**config.mk**
```make
export PLATFORM = sky130hd
export DESIGN_NAME = tga_rle_pixel_decoder_top_flat
export DESIGN_NICKNAME = d
export VERILOG_FILES = /design/src/hdl/tga_rle_pkg.sv /design/src/hdl/tga_rle_channels.sv /design/src/hdl/tga_rle_pixel_decoder_top.sv /design/src/flat_wrapper.sv
export SDC_FILE = /design/constraint.sdc
export NUM_CORES = 1
export LEC_CHECK = 0
export BUFFER_PORTS_ARGS = -buffer_cell sky130_fd_sc_hd__buf_2
export CORE_MARGIN = 2
export CORE_UTILIZATION = 53
export CTS_CLUSTER_DIAMETER = 40
export CTS_CLUSTER_SIZE = 24
export DETAILED_ROUTE_END_ITERATION = 10
export HOLD_SLACK_MARGIN = 0.03
export PLACE_DENSITY = 0.76
export SYNTH_ARGS = -nofsm -noshare
export SYNTH_HDL_FRONTEND = slang
export SYNTH_SLANG_ARGS = --single-unit
```
**constraint.sdc**
```tcl
create_clock -name clk -period 6.4 [get_ports clk]
set_input_delay 0.64 -clock clk [delete_from_list [all_inputs] [get_ports clk]]
set_output_delay 0.64 -clock clk [all_outputs]
set_load 0.01 [all_outputs]
```
**src/hdl/tga_rle_pkg.sv**
```systemverilog
package tga_rle_pkg;

	localparam int BYTE_W     = 8;
	localparam int COLUMN_W   = 12;
	localparam int ROW_W      = 16;
	localparam int REPEAT_W   = 8;
	localparam int WIDTH_W    = 13;
	localparam int HEIGHT_W   = 16;
	localparam int CFG_IDX_W  = 8;
	localparam int CFG_DATA_W = 16;

	// Header byte layout
	localparam int          RUN_FLAG_BIT = 7;
	localparam logic [7:0]  RUN_FLAG     = 8'h80;
	localparam logic [7:0]  ALPHA_OPAQUE = 8'hFF;
	localparam logic [12:0] LINE_WIDTH_RESET = 13'd4096;

	// Register map of the configuration channel
	typedef enum logic [CFG_IDX_W-1:0] {
		REG_PIXEL_IS_32BIT = 8'd0,
		REG_LINE_WIDTH     = 8'd1,
		REG_IMAGE_HEIGHT   = 8'd2,
		REG_FLIP_ROWS      = 8'd3
	} cfg_reg_t;

	// Byte slot within a stored pixel
	typedef enum logic [1:0] {
		SLOT_BLUE  = 2'd0,
		SLOT_GREEN = 2'd1,
		SLOT_RED   = 2'd2,
		SLOT_ALPHA = 2'd3
	} pix_slot_t;

endpackage

```
**src/hdl/tga_rle_channels.sv**
```systemverilog
// Compressed byte stream channel
interface tga_rle_byte_if;
	logic                           valid;
	logic                           ready;
	logic [tga_rle_pkg::BYTE_W-1:0] data_byte;

	modport source (output valid, output data_byte, input ready);
	modport sink   (input valid, input data_byte, output ready);
endinterface

// Decoded pixel span channel
interface tga_rle_span_if;
	logic                             valid;
	logic                             ready;
	logic [tga_rle_pkg::BYTE_W-1:0]   red;
	logic [tga_rle_pkg::BYTE_W-1:0]   green;
	logic [tga_rle_pkg::BYTE_W-1:0]   blue;
	logic [tga_rle_pkg::BYTE_W-1:0]   alpha;
	logic [tga_rle_pkg::COLUMN_W-1:0] column;
	logic [tga_rle_pkg::ROW_W-1:0]    row;
	logic [tga_rle_pkg::REPEAT_W-1:0] repeat_res;
	logic                             line_end;
	logic                             image_end;

	modport source (output valid, output red, output green, output blue, output alpha,
		output column, output row, output repeat_res, output line_end, output image_end,
		input ready);
	modport sink (input valid, input red, input green, input blue, input alpha,
		input column, input row, input repeat_res, input line_end, input image_end,
		output ready);
endinterface

// Register write channel
interface tga_rle_cfg_if;
	logic                               valid;
	logic                               ready;
	logic [tga_rle_pkg::CFG_IDX_W-1:0]  reg_index;
	logic [tga_rle_pkg::CFG_DATA_W-1:0] wr_data;

	modport source (output valid, output reg_index, output wr_data, input ready);
	modport sink   (input valid, input reg_index, input wr_data, output ready);
endinterface

```
**src/hdl/tga_rle_pixel_decoder_top.sv**
```systemverilog
// Run-length coded Targa pixel decoder.
// stream: one compressed byte per beat (headers and stored BGR/BGRA bytes).
// span:   one beat per completed pixel that lands inside the line, giving the
//         RGBA value, column, row, repeat count and line/image end flags.
//         Header bytes, non-final pixel bytes and pixels past the line end
//         give no beat.
// cfg:    register writes (depth, line width, height, row flip), always ready;
//         write only while the decoder is idle.
// Path: a byte is registered in the byte stage on acceptance, and its span is
// registered in the result register once that stage advances.
// Throughput: one byte per cycle while no span is stalled; the two registers
// work as a pipeline and the packet counters update in a single pass per byte.
// Stall: while a span waits on span.ready the byte register holds, and
// stream.ready drops only once that register is full as well.
// Reset: arst_n clears the pipeline and decoder state and loads the register
// defaults (32-bit pixels, width 4096, height 1, no flip).
module tga_rle_pixel_decoder_top #(
	parameter int MAX_LINE_PIXELS = 4096
) (
	input  logic                  clk,
	input  logic                  arst_n,
	tga_rle_byte_if.sink          stream,
	tga_rle_span_if.source        span,
	tga_rle_cfg_if.sink           cfg
);

	localparam int CW = $clog2(MAX_LINE_PIXELS + 1);
	localparam int RW = (CW > tga_rle_pkg::REPEAT_W) ? CW : tga_rle_pkg::REPEAT_W;

	// Configuration registers
	logic                               is32_q;
	logic [tga_rle_pkg::WIDTH_W-1:0]    line_width_q;
	logic [tga_rle_pkg::HEIGHT_W-1:0]   height_q;
	logic                               flip_q;

	// Input stage
	logic                               valid_s1;
	logic [tga_rle_pkg::BYTE_W-1:0]     byte_s1;

	// Decoder state
	logic                               expect_header_q;
	logic                               run_q;
	logic [tga_rle_pkg::REPEAT_W-1:0]   pixels_left_q;
	logic [1:0]                         slot_q;
	logic [23:0]                        held_q;
	logic [CW-1:0]                      col_q;
	logic [tga_rle_pkg::ROW_W-1:0]      row_q;

	// Result register
	logic                               out_valid_q;
	logic [tga_rle_pkg::BYTE_W-1:0]     red_q, green_q, blue_q, alpha_q;
	logic [tga_rle_pkg::COLUMN_W-1:0]   column_q;
	logic [tga_rle_pkg::ROW_W-1:0]      row_out_q;
	logic [tga_rle_pkg::REPEAT_W-1:0]   repeat_q;
	logic                               line_end_q;
	logic                               image_end_q;

	// Combinational
	logic [CW-1:0]                      eff_w;
	logic [tga_rle_pkg::HEIGHT_W-1:0]   eff_h;
	logic [1:0]                         last_slot;
	logic                               advance;
	logic                               line_full;
	logic                               pixel_done;
	logic                               emit;
	logic [RW-1:0]                      rep_raw;
	logic [RW-1:0]                      remain;
	logic [RW-1:0]                      rep_clip;
	logic [CW-1:0]                      col_next;
	logic                               lend;
	logic                               row_last;
	logic [tga_rle_pkg::ROW_W-1:0]      row_out;
	logic [tga_rle_pkg::BYTE_W-1:0]     red_c, alpha_c;
	logic [tga_rle_pkg::REPEAT_W-1:0]   left_dec;

	// Accept register writes at any time
	assign cfg.ready = 1'b1;

	always_ff @(posedge clk or negedge arst_n) begin
		if (!arst_n) begin
			is32_q       <= 1'b1;
			line_width_q <= tga_rle_pkg::LINE_WIDTH_RESET;
			height_q     <= 16'd1;
			flip_q       <= 1'b0;
		end else if (cfg.valid) begin
			unique case (tga_rle_pkg::cfg_reg_t'(cfg.reg_index))
				tga_rle_pkg::REG_PIXEL_IS_32BIT: is32_q <= cfg.wr_data[0];
				tga_rle_pkg::REG_LINE_WIDTH: line_width_q <= cfg.wr_data[tga_rle_pkg::WIDTH_W-1:0];
				tga_rle_pkg::REG_IMAGE_HEIGHT: height_q <= cfg.wr_data;
				tga_rle_pkg::REG_FLIP_ROWS: flip_q <= cfg.wr_data[0];
				default: ;
			endcase
		end
	end

	// Clamp line width and height into their working ranges
	always_comb begin
		if (line_width_q == '0) begin
			eff_w = CW'(1);
		end else if (32'(line_width_q) > 32'(MAX_LINE_PIXELS)) begin
			eff_w = CW'(MAX_LINE_PIXELS);
		end else begin
			eff_w = CW'(line_width_q);
		end
		eff_h = (height_q == '0) ? 16'd1 : height_q;
	end

	assign last_slot = is32_q ? tga_rle_pkg::SLOT_ALPHA : tga_rle_pkg::SLOT_RED;

	// Advance the byte stage when the result register can take its outcome
	assign advance      = valid_s1 && (!out_valid_q || span.ready);
	assign stream.ready = !valid_s1 || advance;

	always_ff @(posedge clk or negedge arst_n) begin
		if (!arst_n) begin
			valid_s1 <= 1'b0;
		end else if (stream.ready) begin
			valid_s1 <= stream.valid;
		end
	end

	always_ff @(posedge clk) begin
		if (stream.ready && stream.valid) begin
			byte_s1 <= stream.data_byte;
		end
	end

	// Span arithmetic
	assign line_full  = col_q >= eff_w;
	assign pixel_done = !expect_header_q && !(slot_q < last_slot);
	assign emit       = pixel_done && !line_full;
	assign rep_raw    = run_q ? RW'(pixels_left_q) : RW'(1);
	assign remain     = RW'(eff_w) - RW'(col_q);
	assign rep_clip   = (rep_raw > remain) ? remain : rep_raw;
	assign col_next   = col_q + CW'(rep_clip);
	assign lend       = col_next >= eff_w;
	assign row_last   = ({1'b0, row_q} + 17'd1) >= {1'b0, eff_h};
	assign row_out    = flip_q ? (eff_h - 16'd1 - row_q) : row_q;
	assign red_c      = is32_q ? held_q[23:16] : byte_s1;
	assign alpha_c    = is32_q ? byte_s1 : tga_rle_pkg::ALPHA_OPAQUE;
	assign left_dec   = pixels_left_q - 8'd1;

	// Step the packet parser on each byte
	always_ff @(posedge clk or negedge arst_n) begin
		if (!arst_n) begin
			expect_header_q <= 1'b1;
			run_q           <= 1'b0;
			pixels_left_q   <= '0;
			slot_q          <= tga_rle_pkg::SLOT_BLUE;
			held_q          <= '0;
			col_q           <= '0;
			row_q           <= '0;
		end else if (advance) begin
			if (expect_header_q) begin
				run_q           <= byte_s1[tga_rle_pkg::RUN_FLAG_BIT];
				pixels_left_q   <= {1'b0, byte_s1[6:0] & ~tga_rle_pkg::RUN_FLAG[6:0]} + 8'd1;
				slot_q          <= tga_rle_pkg::SLOT_BLUE;
				expect_header_q <= 1'b0;
				if (line_full) begin
					col_q <= '0;
				end
			end else if (!pixel_done) begin
				case (slot_q)
					tga_rle_pkg::SLOT_BLUE:  held_q[7:0]   <= byte_s1;
					tga_rle_pkg::SLOT_GREEN: held_q[15:8]  <= byte_s1;
					default:                 held_q[23:16] <= byte_s1;
				endcase
				slot_q <= slot_q + 2'd1;
			end else begin
				slot_q <= tga_rle_pkg::SLOT_BLUE;
				if (run_q) begin
					pixels_left_q   <= '0;
					expect_header_q <= 1'b1;
				end else begin
					pixels_left_q <= left_dec;
					if (left_dec == '0) begin
						expect_header_q <= 1'b1;
					end
				end
				if (emit) begin
					col_q <= col_next;
					if (lend) begin
						row_q <= row_last ? '0 : row_q + 16'd1;
					end
				end
			end
		end
	end

	// Hold the span until taken, load a new one when the stage advances
	always_ff @(posedge clk or negedge arst_n) begin
		if (!arst_n) begin
			out_valid_q <= 1'b0;
		end else if (advance) begin
			out_valid_q <= emit;
		end else if (span.ready) begin
			out_valid_q <= 1'b0;
		end
	end

	always_ff @(posedge clk) begin
		if (advance && emit) begin
			red_q       <= red_c;
			green_q     <= held_q[15:8];
			blue_q      <= held_q[7:0];
			alpha_q     <= alpha_c;
			column_q    <= tga_rle_pkg::COLUMN_W'(col_q);
			row_out_q   <= row_out;
			repeat_q    <= tga_rle_pkg::REPEAT_W'(rep_clip);
			line_end_q  <= lend;
			image_end_q <= lend && row_last;
		end
	end

	assign span.valid      = out_valid_q;
	assign span.red        = red_q;
	assign span.green      = green_q;
	assign span.blue       = blue_q;
	assign span.alpha      = alpha_q;
	assign span.column     = column_q;
	assign span.row        = row_out_q;
	assign span.repeat_res = repeat_q;
	assign span.line_end   = line_end_q;
	assign span.image_end  = image_end_q;

endmodule

```
**src/flat_wrapper.sv**
```systemverilog
// flat-port wrapper written by rule: the top's interface ports become plain ports
module tga_rle_pixel_decoder_top_flat 
#(
	parameter int MAX_LINE_PIXELS = 4096
)
  (clk, arst_n, stream_valid, stream_data_byte, stream_ready, span_valid, span_red, span_green, span_blue, span_alpha, span_column, span_row, span_repeat_res, span_line_end, span_image_end, span_ready, cfg_valid, cfg_reg_index, cfg_wr_data, cfg_ready);
  tga_rle_byte_if stream_i ();
  tga_rle_span_if span_i ();
  tga_rle_cfg_if cfg_i ();
  input  logic clk;
  input  logic arst_n;
  input wire logic [$bits(stream_i.valid)-1:0] stream_valid;
  input wire logic [$bits(stream_i.data_byte)-1:0] stream_data_byte;
  output wire logic [$bits(stream_i.ready)-1:0] stream_ready;
  output wire logic [$bits(span_i.valid)-1:0] span_valid;
  output wire logic [$bits(span_i.red)-1:0] span_red;
  output wire logic [$bits(span_i.green)-1:0] span_green;
  output wire logic [$bits(span_i.blue)-1:0] span_blue;
  output wire logic [$bits(span_i.alpha)-1:0] span_alpha;
  output wire logic [$bits(span_i.column)-1:0] span_column;
  output wire logic [$bits(span_i.row)-1:0] span_row;
  output wire logic [$bits(span_i.repeat_res)-1:0] span_repeat_res;
  output wire logic [$bits(span_i.line_end)-1:0] span_line_end;
  output wire logic [$bits(span_i.image_end)-1:0] span_image_end;
  input wire logic [$bits(span_i.ready)-1:0] span_ready;
  input wire logic [$bits(cfg_i.valid)-1:0] cfg_valid;
  input wire logic [$bits(cfg_i.reg_index)-1:0] cfg_reg_index;
  input wire logic [$bits(cfg_i.wr_data)-1:0] cfg_wr_data;
  output wire logic [$bits(cfg_i.ready)-1:0] cfg_ready;
  assign stream_i.valid = stream_valid;
  assign stream_i.data_byte = stream_data_byte;
  assign stream_ready = stream_i.ready;
  assign span_valid = span_i.valid;
  assign span_red = span_i.red;
  assign span_green = span_i.green;
  assign span_blue = span_i.blue;
  assign span_alpha = span_i.alpha;
  assign span_column = span_i.column;
  assign span_row = span_i.row;
  assign span_repeat_res = span_i.repeat_res;
  assign span_line_end = span_i.line_end;
  assign span_image_end = span_i.image_end;
  assign span_i.ready = span_ready;
  assign cfg_i.valid = cfg_valid;
  assign cfg_i.reg_index = cfg_reg_index;
  assign cfg_i.wr_data = cfg_wr_data;
  assign cfg_ready = cfg_i.ready;
  tga_rle_pixel_decoder_top #(.MAX_LINE_PIXELS(MAX_LINE_PIXELS)) u_core (.clk(clk), .arst_n(arst_n), .stream(stream_i), .span(span_i), .cfg(cfg_i));
endmodule
```
-- After elaboration in Yosys (flattened, before gate mapping)
Index checks and enable logic that the tools add are counted.
- muxes and demuxes: 24
- equality and inequality tests: 5
- order comparisons: 6
- reduce and logical (&&, ||, !) cells: 33
- bitwise gates (word level): 3
- $add $sub $neg: 9
- operators with widths (cell ; count):
    13-bit two-way mux ; 7
    16-bit two-way mux ; 3
    8-bit two-way mux ; 5
    13-bit greater-or-equal comparator ; 2
    16-bit by 1-bit adder with 17-bit output (second input constant) ; 1
    17-bit by 16-bit greater-or-equal comparator with 1-bit output ; 1
    16-bit by 1-bit adder with 16-bit output (second input constant) ; 1
    8-bit by 2-bit equality test with 1-bit output (second input constant) ; 2
    16-bit zero test ; 1
    8-bit zero test ; 2
    4-bit AND reduction ; 4
    16-bit by 1-bit subtractor with 16-bit output (second input constant) ; 1
    16-bit subtractor ; 1
    13-bit adder ; 1
    13-bit > comparator ; 1
    13-bit > comparator (second input constant) ; 1
    13-bit zero test ; 1
    13-bit subtractor ; 1
    2-bit AND reduction ; 6
    7-bit by 1-bit adder with 8-bit output (second input constant) ; 1
    8-bit by 1-bit equality test with 1-bit output (second input constant) ; 1
    8-bit by 1-bit subtractor with 8-bit output (second input constant) ; 1
    1-bit two-way mux ; 7
    1-bit logical AND ; 6
    other kinds (12) ; 22
- flip-flop bits (word level): 176

-- Longest topological paths before layout
Gate-level depths: netlist of the first run.
- depth after elaboration: 10
- mapped depth: 38

-- Worst setup path after synthesis of the first run
No wires, ideal clock.
- path kind: register to register
- start: register u_core.line_width_q[12] in the netlist's numbering
- end: register u_core.row_q[14] in the netlist's numbering
- buffers on the path: 3
- setup slack: -0.528 ns
- stages on the path, launching flop included: 38
- arrival: 6.791 ns
- path through: dfstp_2 inv_1 clkbuf_1 nand2_1 inv_1 ha_1 nor2b_1 o31ai_1 nand2_1 a21o_1 a31oi_1 xor2_1 ha_1 nand4_1 o221ai_2 a221o_1 a221oi_2 o211ai_1 [2 not listed] mux2i_1 ha_1 inv_1 fa_1 inv_1 a21o_1 a211o_1 a21oi_1 o21bai_1 xor2_1 ha_1 a21o_1 a21oi_1 o21ai_0 a221o_1 nand2_1 clkbuf_1 o21ai_0
- longest elaborated chain between the ends: 9
- elaborated cells between the ends (all ways): 13
- those cells by class: 2 x add/sub; 4 x order compare; 3 x mux; 4 x reduce/logical
- ends and longest elaborated chain (item ; line ; text):
    from (decl) ; tga_rle_pixel_decoder_top.sv:32 ; logic [tga_rle_pkg::WIDTH_W-1:0] line_width_q;
    from (signal assigned) ; tga_rle_pixel_decoder_top.sv:82 ; line_width_q <= tga_rle_pkg::LINE_WIDTH_RESET;
    from (signal assigned) ; tga_rle_pixel_decoder_top.sv:88 ; tga_rle_pkg::REG_LINE_WIDTH: line_width_q <= cfg.wr_data[tga_rle_pkg::WIDTH_W-1:0];
    13-bit > comparator ; tga_rle_pixel_decoder_top.sv:100 ; end else if (32'(line_width_q) > 32'(MAX_LINE_PIXELS)) begin
    13-bit two-way mux ; tga_rle_pixel_decoder_top.sv:100 ;
    13-bit two-way mux (*) ; tga_rle_pixel_decoder_top.sv:98 ; if (line_width_q == '0) begin
    13-bit subtractor (*) ; tga_rle_pixel_decoder_top.sv:133 ; assign remain = RW'(eff_w) - RW'(col_q);
    13-bit > comparator ; tga_rle_pixel_decoder_top.sv:134 ; assign rep_clip = (rep_raw > remain) ? remain : rep_raw;
    13-bit two-way mux (*) ; tga_rle_pixel_decoder_top.sv:134 ;
    net u_core.rep_clip[0] ; tga_rle_pixel_decoder_top.sv:68 ; logic [RW-1:0] rep_clip;
    13-bit adder (*) ; tga_rle_pixel_decoder_top.sv:135 ; assign col_next = col_q + CW'(rep_clip);
    13-bit greater-or-equal comparator (*) ; tga_rle_pixel_decoder_top.sv:136 ; assign lend = col_next >= eff_w;
    net u_core.lend ; tga_rle_pixel_decoder_top.sv:70 ; logic lend;
    5-bit AND reduction (no source line) (*) ; -- ;
    to (signal assigned) ; tga_rle_pixel_decoder_top.sv:183 ; row_q <= row_last ? '0 : row_q + 16'd1;
    to (decl) ; tga_rle_pixel_decoder_top.sv:47 ; logic [tga_rle_pkg::ROW_W-1:0] row_q;
The timed path passes the listed nets; every way through them passes the cells marked *.
A chain may end at the register's enable or synchronous reset.

-- Worst setup path after layout of the first run
- start: register u_core.line_width_q[9] in the netlist's numbering
- end: register u_core.row_q[8] in the netlist's numbering
The elaborated chain is that of the path after synthesis.

==> metrics, run 1 <==
DIE WIDTH=143 um; placed cell count=1,377; largest net degree at the start of global routing=79; DRC=0; Nets=1,285; worst r2r src=u_core.line_width_q[9]; Fmax=139 MHz; Setup-failing EPs final=18; sequential share of the synthesized area=46.9%; Reg clk slew, reported paths=0.07 ns; Worst R2R Path Depth=36; maximum resistive drop on vdd=0.246 mV; flops & latches, synth=176; share of post-route cells with drive strength above 1=32.0%; Die Ht=143 um; number of global-route vias before repair=8,062; hold buffer count at cts=0; core area=18,800 um^2; H-tree depth=4; Sink Count=176; post-synth cell types=69; # port buffers=108; Post-synth EDFFs=78; routability cong.=0.941; Critical Path Source Type=flop; RSZ-0062 raised after global routing=yes; # IOs=110; Register Area=4800 um^2; drt first pass iters=5; TritonCTS clock tree=built; initial DRC count=520; fin crit period=7.18 ns; max-cap viol count=0; Cell Area, Placed=11,600 um^2; final worst slack=-0.776 ns; final core utilization=66.9%; first-pass GRT wire length=40.1 mm; WS Path Type=reg2reg; Slew HR=33.6%; Worst R2R End=u_core.row_q[8]; Antenna Cells=0; CP Max Fanout=8; data arrival time at the worst-slack endpoint=7.49 ns; Non-Filler Instances=1,434; num rows=50; Setup crit end kind=flop; Final Cell Area=12,600 um^2; Pwr Density=398 nW/um^2; Most used DFF post-synth=dfrtp_1; initial antenna violation count=0; reg2reg setup slack=-0.78 ns; global-route total usage across every layer=25.4%; Hold WS=0.0796 ns; Area growth syn-to-layout=23.1%; Final ANT Viol Nets=0; Worst-Margin Slew=0.997 ns; total power=5.01 mW; Via-to-Cell Ratio=5.62; top cell type's share of synthesized area=23.0%; Ys Warns=0; Max stage delay on crit path=0.45 ns; fillers=1,385; Post-Synthesis Cells=960; critical path's slowest cell=a2111o_1; number of CTS-inserted buffers=17; DR vias=8,053; clock root buffer=clkbuf_16; failing checks=setup timing; largest cells by area after synthesis=dfrtp_1 23%, edfxtp_1 23%, ha_1 10%; area of the multi-input gates=5140 um^2; Hold WC Path Type=in2async; FFs w/ async S/R, synth=55.7%; CP required=6.71 ns; DIE AREA=20,400 um^2; dpl hpwl=18.3 mm; cell taking the most area after synthesis=dfrtp_1; Wirelength per Cell=17.7 um; Max Slew Vio Count=0; Final period util=112%; total grt overflow=0; worst skew pair latency=0.44 ns; status=complete, but fails checks; syn_area_per_cell=10.7 um^2; Max clock buf depth=2; Detailed Route WL=25.4 mm; Final Skew=0.0114 ns; Initial Utilization=54.3%; Synth Cell Area=10,200 um^2; static leakage=5.83 nW; Final Hold Vio Count=0
report_power, final:
part           total [mW]  switching [mW]  leakage (nW)  internal (mW)
sequential           1.60           0.159          1.98           1.44
clock                1.04           0.485         0.296          0.557
combinational        2.36            1.22          3.56           1.14
total                5.01            1.86          5.83           3.14
flip-flops by register name (all words and copies together) (netlist names), 12 cells and up:
| register | cells |
|---|---|
| u_core.row_q | 16 |
| u_core.line_width_q | 13 |
| u_core.height_q | 16 |
| u_core.col_q | 13 |
| u_core.span.column | 12 |
| u_core.held_q | 24 |
| u_core.span.row | 16 |
per-stage QoR:
| stage | setup TNS (ns) | setup WS (ns) |
|---|---|---|
| after floorplan | -3.45 | -0.234 |
| after global placement | -8.89 | -0.554 |
| after detailed placement | -11.46 | -0.747 |
| after CTS | -11.03 | -0.649 |
| after global routing | -20.14 | -1.17 |
| final | -13.20 | -0.776 |
area by class of cell:
cell class / instances / share of cell area, %
multi-input combinational: 656 / 40.8
sequential: 176 / 38.1
timing repair buffer: 220 / 11.1
clock buffer: 17 / 3.38
inverter: 90 / 2.68
tap: 260 / 2.58
clock inverter: 15 / 1.35
layout by cell type (no fill, tap or decap), types with 13 or more instances in the layout:
cell,instances
xnor2_1,33
nand3_1,17
nand2b_1,19
nand2_1,78
a21oi_1,36
xor2_1,13
buf_4,109
dfrtp_1,94
nor2_1,41
clkbuf_16,17
edfxtp_1,78
mux2_2,66
a21o_1,17
inv_1,88
ha_1,81
nor3_1,13
buf_2,108
o21ai_0,51
how the worst max path moves through the flow:
stage | slack [ns] | to | from
6_report | -0.78 | u_core.row_q[8] | u_core.line_width_q[9]
2_1_floorplan | -0.23 | u_core.row_q[0] | u_core.line_width_q[1]
3_3_place_gp | -0.55 | u_core.row_q[12] | u_core.line_width_q[9]
4_1_cts | -0.65 | u_core.row_q[12] | u_core.line_width_q[7]
5_1_grt | -1.17 | u_core.row_q[8] | u_core.line_width_q[9]
3_5_place_dp | -0.75 | u_core.row_q[5] | u_core.line_width_q[9]
kinds of logic after synthesis:
kind of cell,count (synthesis),synth area share [%]
flip-flops,176,46.9
other,2,0.0734
adder cells (fa/ha/maj),87,10.9
buffers and inverters,131,4.98
AO/OA/AOI/OAI,209,13.5
XOR/XNOR,48,4.11
AND/OR/NAND/NOR,229,11.1
multiplexers,78,8.49
synthesized netlist by cell type, types with 4 or more instances:
master / instances
and2_1: 4
or2_2: 5
nor3_1: 14
nor2b_1: 8
dfstp_2: 4
a21o_1: 17
mux2_2: 66
mux2i_1: 11
nand2b_1: 19
xnor2_1: 34
edfxtp_1: 78
a31oi_1: 7
dfrtp_1: 94
o21ai_0: 66
nand3_1: 17
o21a_1: 10
ha_1: 84
a22o_1: 10
buf_1: 4
xor2_1: 14
inv_1: 90
a211o_1: 4
a211oi_1: 5
a41oi_1: 4
nand4_1: 10
o21bai_1: 5
o31ai_1: 8
a21oi_1: 40
nand2_1: 82
clkbuf_1: 30
nor4_1: 9
and3_1: 6
o22ai_1: 4
buf_2: 5
nor2_1: 41
repair_timing:
action,4_1_cts,5_1_grt
setup buffers,19,5
resized for setup,27,20
gates cloned,1,0
endpoints found under the setup margin,18,20
pin swaps,22,10
layer usage:
metal | up-vias | wire, um | part of all wire [%] | GRT usage, %
li1 | 3826 | - | - | -
met4 | 0 | 673 | 2.7 | 10.0
met2 | 235 | 12900 | 51 | 43.5
met3 | 53 | 1030 | 4.1 | 4.23
met1 | 3939 | 10800 | 43 | 32.2
met5 | - | 0 | 0 | 0
worst max-delay path, delay by kind of cell (launching register included):
| family | cells | cell delay [ns] |
|---|---|---|
| and+or+nand+nor | 7 | 1.20 |
| muxes | 1 | 0.27 |
| xor gates and xnor gates | 2 | 0.42 |
| buffers and inverters | 2 | 0.10 |
| AOI/OAI and AO/OA | 18 | 2.98 |
| DFF | 1 | 0.39 |
| adders and majority gates | 6 | 1.65 |
No activity file was read; power rests on OpenSTA's default activity.
==> run 2: changes to the inputs <==
- CORE_MARGIN: 2 -> default
==> run 2 against run 1 <==
  * The run still ends with setup timing left
  * Die area shrank 2.8%
  * Total power fell by 3.4%
  * Global-route usage fell by 0.089 points
  * Non-clock buffer count decreased by 11
  * Combinational power decreased by 4%
  * Clock skew fell by 0.0027 ns
  * Sequential share of layout area is 0.49 points higher
  * Setup slack gained 0.052 ns
  * Sequential power about the same
  * Critical path depth shrank 1
  * Critical path type unchanged
  * Largest cell class unchanged
==> metrics, run 2 (same netlist as run 1, synthesis figures left out) <==
failing checks=setup timing; H-tree depth=4 (unchanged); DIE WIDTH=141 um (-1.4%); pre-CTS setup slack=-0.868 ns (-0.121 ns); Setup-failing EPs final=18 (unchanged); worst r2r src=u_core.line_width_q[9]; dpl hpwl=18.0 mm (-1.5%); Cell Area, Placed=11,600 um^2 (-0.19%); Metal-1 WL=10.8 mm (about the same); placed cell count=1,374 (-0.22%); Wirelength per Cell=17.2 um (-2.9%); final worst slack=-0.723 ns (+0.0521 ns); Setup crit end kind=flop; # IOs=110 (unchanged); # port buffers=108 (unchanged); Non-Filler Instances=1,424 (-0.70%); num rows=50 (unchanged); Final ANT Viol Nets=0 (unchanged); Worst R2R End=u_core.span.image_end; total grt overflow=0 (unchanged); Area growth syn-to-layout=21.6%; Critical Path Source Type=flop; Sink Count=176 (unchanged); Detailed Route WL=24.5 mm (-3.6%); largest net degree at the start of global routing=70 (-11%); Max clock buf depth=2 (unchanged); TritonCTS clock tree=built; routability cong.=0.955 (+1.5%); Hold WC Path Type=in2async; total power=4.83 mW (-3.4%); DR vias=7,887 (-2.1%); Pwr Density=389 nW/um^2 (-2.2%); critical path's slowest cell=a2111o_1; max reg flops=24 (unchanged); Initial Utilization=54.3% (unchanged); drt first pass iters=5 (unchanged); Final Hold Vio Count=0 (unchanged); clock root buffer=clkbuf_16; RSZ-0062 raised after global routing=yes; Via-to-Cell Ratio=5.54 (-1.4%); met2 WL post-DR=12.2 mm (-5.0%); number of CTS-inserted buffers=17 (unchanged); fin crit period=7.12 ns (-0.0521 ns); DIE AREA=19,900 um^2 (-2.8%); Worst R2R Path Depth=35 (-2.8%); Reg clk slew, reported paths=0.07 ns (about the same); first-pass GRT wire length=38.9 mm (-3.0%); Max stage delay on crit path=0.46 ns (about the same); crit path launch=u_core.line_width_q[9]; Fmax=140 MHz (+0.73%); Worst-Margin Slew=0.985 ns (-0.0115 ns); max-cap viol count=0 (unchanged); Final Cell Area=12,400 um^2 (-1.3%); reg2reg setup slack=-0.72 ns (+0.05 ns); Final period util=111% (-0.81 points); status=complete, but fails checks; static leakage=5.75 nW (-1.5%); DR WL met3=806 um (-22%); top layer in use=met4; Max Slew Vio Count=0 (unchanged); core area=18,800 um^2 (unchanged); Slew HR=34.3% (+0.77 points); data arrival time at the worst-slack endpoint=7.31 ns (-0.18 ns); WS Path Type=reg2reg; worst skew pair latency=0.42 ns (-0.02 ns); share of post-route cells with drive strength above 1=30.6% (-1.4 points); Nets=1,274 (-0.86%); global-route total usage across every layer=25.3% (-0.089 points); initial DRC count=406 (-22%); Die Ht=141 um (-1.4%); Final Skew=0.00873 ns (-0.00267 ns); number of global-route vias before repair=7,710 (-4.4%); CP Max Fanout=5 (-3); most common cell after layout, fill and taps aside=buf_2; fillers=1,434 (+3.5%); most frequent cells in the layout=107 x buf_2, 99 x buf_4, 94 x dfrtp_1; maximum resistive drop on vdd=0.203 mV (-18%); Top reg by flops=u_core.held_q; DRC=0 (unchanged); CP required=6.59 ns (-0.12 ns); initial antenna violation count=1 (+1)
-- run 2: how the worst max path moves through the flow --
stage | to | slack [ns] | depth (start not counted)
floorplan | u_core.row_q[0] | -0.23 | 38
global placement | u_core.row_q[12] | -0.67 | 34
detailed placement | u_core.row_q[5] | -0.87 | 34
CTS | u_core.row_q[2] | -0.71 | 37
global route | u_core.row_q[12] | -1.04 | 37
finish | u_core.span.image_end | -0.72 | 35
-- run 2: metal layers --
| layer | vias up | track usage [%] |
|---|---|---|
| met5 | - | 0 |
| li1 | 3809 | - |
| met4 | 0 | 9.44 |
| met2 | 197 | 43.7 |
| met1 | 3841 | 32.3 |
| met3 | 40 | 3.80 |
-- run 2: area by class of cell --
cell class	instances	area (um^2)	share of cell area, %
sequential	176	4800	38.6
clock buffer	18	439	3.53
antenna	1	2.50	0.0201
timing repair buffer	209	1310	10.6
tap	260	325	2.62
clock inverter	14	105	0.845
multi-input combinational	656	5110	41.1
inverter	90	338	2.72
-- run 2: per-stage QoR --
stage | hold WS (ns) | utilization, % | setup TNS (ns)
2_1_floorplan | 0.344 | - | -3.45
3_3_place_gp | 0.421 | 61.7 | -10.48
3_5_place_dp | 0.430 | 61.7 | -13.43
4_1_cts | 0.144 | 65.6 | -12.08
5_1_grt | 0.159 | 66.0 | -17.95
6_report | 0.137 | 66.0 | -12.45
-- run 2: critical path, delay by kind of cell (launching register included) --
family / cells / cell delay (ns)
DFF: 1 / 0.40
xor gates and xnor gates: 2 / 0.42
AOI/OAI and AO/OA: 17 / 3.06
and+or+nand+nor: 6 / 1.02
adders and majority gates: 6 / 1.51
buffers and inverters: 3 / 0.27
muxes: 1 / 0.22
-- run 2: report_power, final --
group          switching [mW]  total, mW  internal, mW
registers               0.158       1.60          1.44
logic                    1.17       2.27          1.10
clock network           0.450      0.964         0.513
-- run 2: timing repair --
item	in CTS	in global routing
setup endpoints to repair	18	19
buffers inserted	12	5
pin swaps	29	13
gates resized for setup	22	14
hold endpoints to repair	0	0
cloned	0	0
hold buffers	0	0
==> run 3: changes to the inputs <==
- CORE_ASPECT_RATIO: default -> 0.5
==> run 3 against run 2 <==
  * The run still ends with setup timing left
  * Global-route usage fell by 0.39 points
  * Largest cell class unchanged
  * Setup slack got worse by 0.025 ns
  * Combinational power barely moved
  * Wire length fell by 0.36%
  * Die area rose by 0.17%
  * Sequential power barely moved
  * Worst hold slack got worse by 0.050 ns
==> metrics, run 3 (same netlist as run 1, synthesis figures left out) <==
Hold WS=0.0869 ns (-0.0496 ns); critical path's slowest cell=a2111o_1; Setup crit end kind=flop; # IOs=110 (unchanged); max-cap viol count=0 (unchanged); Final period util=112% (+0.39 points); Sink Count=176 (unchanged); core area=18,700 um^2 (-0.93%); Pwr Density=397 nW/um^2 (+2.2%); most frequent cells in the layout=108 x buf_2, 96 x buf_4, 94 x dfrtp_1; setup_tns=-12.54 ns (-0.0852 ns); Critical Path Source Type=flop; Max clock buf depth=2 (unchanged); num rows=35 (-30%); Area growth syn-to-layout=22.0%; Final Skew=0.0132 ns (+0.00443 ns); Via-to-Cell Ratio=5.57 (+0.61%); DR vias=7,918 (+0.39%); share of post-route cells with drive strength above 1=30.5% (-0.15 points); drt first pass iters=5 (unchanged); DIE AREA=19,900 um^2 (+0.17%); global-route total usage across every layer=24.9% (-0.39 points); Fmax=140 MHz (-0.35%); hold buffer count at cts=0 (unchanged); clock root buffer=clkbuf_16; routability cong.=0.939 (-1.7%); Worst-Margin Slew=0.991 ns (+0.00552 ns); Die Ht=100 um (-29%); Final ANT Viol Nets=0 (unchanged); number of CTS-inserted buffers=17 (unchanged); Gate power share=46.2% (-0.8 points); number of global-route vias before repair=7,636 (-0.96%); maximum resistive drop on vdd=0.234 mV (+15%); CP Max Fanout=6 (+1); max reg flops=24 (unchanged); total power=4.96 mW (+2.5%); Psw=1.84 mW (+3.1%); CP required=6.76 ns (+0.17 ns); Max Slew Vio Count=0 (unchanged); fin crit period=7.15 ns (+0.0250 ns); failing checks=setup timing; Nets=1,273 (-0.078%); Most common cell on crit path=a21o_1; DIE WIDTH=198 um (+41%); Antenna Cells=0 (-1); Initial Utilization=54.8% (+0.51 points); most common cell after layout, fill and taps aside=buf_2; largest net degree at the start of global routing=76 (+8.6%); Max stage delay on crit path=0.44 ns (-0.02 ns); WS Path Type=reg2reg; TritonCTS clock tree=built; worst skew pair latency=0.44 ns (+0.02 ns); Reg clk slew, reported paths=0.07 ns (about the same); H-tree depth=4 (unchanged); # port buffers=108 (unchanged); RSZ-0062 raised after global routing=yes; total grt overflow=0 (unchanged); initial DRC count=616 (+52%); Wirelength per Cell=17.2 um (-0.15%); dpl hpwl=18.0 mm (+0.12%); Detailed Route WL=24.4 mm (-0.36%); internal power=3.12 mW (+2.2%); data arrival time at the worst-slack endpoint=7.51 ns (+0.20 ns); Final Hold Vio Count=0 (unchanged); static leakage=5.76 nW (+0.22%); sequential share of power=32.2% (-0.9 points); final worst slack=-0.748 ns (-0.0250 ns); Top reg by flops=u_core.held_q; sw frac=37.0% (+0.22 points); Slew HR=34.0% (-0.37 points); Hold WC Path Type=in2async; status=complete, but fails checks; first-pass GRT wire length=38.4 mm (-1.3%); DRC=0 (unchanged); Setup-failing EPs final=18 (unchanged); initial antenna violation count=0 (-1); Clk network pwr share=21.6% (+1.7 points)
==> run 3: cell types whose count changed in the layout (fill, tap and decap cells not counted), moves of 3 or more <==
cell      previous run  this run
buf_4               99        96
clkinv_2             3         0
clkinv_8             0         5
nand2_1             80        77
==> run 3: worst paths after layout <==
kind / cells past startpoint / start / slack, ns / end
worst max-delay path: 37 / u_core.line_width_q[9] / -0.75 / u_core.row_q[8]
worst min-delay path: 1 / arst_n / 0.09 / u_core.held_q[7]
worst max register to register: 37 / u_core.line_width_q[9] / -0.75 / u_core.row_q[8]
worst min register to register: 0 / u_core.held_q[2] / 0.45 / u_core.span.blue[2]
max in group asynchronous: 2 / arst_n / 5.01 / u_core.col_q[12]
min in group clk: 1 / stream_data_byte[5] / 0.37 / u_core.byte_s1[5]
==> run 3: power by group through the flow <==
stage	Combinational [mW]	Sequential, mW	Clock (mW)
finish	2.29	1.60	1.07
global route	2.51	1.62	1.13
CTS	2.22	1.59	1.09
detailed placement	2.17	1.61	0
global placement	2.12	1.60	0
floorplan	1.39	1.59	0
==> run 3: area by class of cell <==
| cell class | count | area [um^2] |
|---|---|---|
| inverters | 90 | 338 |
| fillers | 1421 | 6180 |
| well taps | 259 | 324 |
| multi-input cells | 656 | 5090 |
| clock buffers | 17 | 425 |
| flip-flops and latches | 176 | 4800 |
| repair buffers | 208 | 1310 |
| clock inverters | 15 | 195 |
==> run 3: worst max-delay path: cells and delay by family, from the launching register on <==
family / cells / cell delay [ns]
adders and majority gates: 6 / 1.66
xor gates and xnor gates: 2 / 0.43
DFF: 1 / 0.39
AOI/OAI and AO/OA: 19 / 3.00
buffers and inverters: 3 / 0.23
muxes: 1 / 0.27
and+or+nand+nor: 6 / 1.06
==> run 3: what timing repair did <==
action,CTS,global route
setup buffers,4,3
resized for setup,13,27
endpoints found under the setup margin,18,21
gates cloned,0,2
pin swaps,11,17
==> run 3: routing by layer <==
layer | vias up | global-route usage, % | share of wire [%]
met3 | 33 | 3.86 | 4.6
met1 | 3866 | 32.7 | 45
met4 | 0 | 7.16 | 1.6
met5 | - | 0 | 0
li1 | 3805 | - | -
met2 | 214 | 43.1 | 49
==> run 3: stage by stage <==
stage,worst slack [ns],utilization (%),cell area [um^2],std cells
global placement,-0.499,62.5,11700,1379
CTS,-0.696,66.2,12400,1415
floorplan,-0.234,-,10300,963
global route,-1.08,66.9,12500,1421
finish,-0.748,66.9,12500,1421
detailed placement,-0.740,62.5,11700,1379
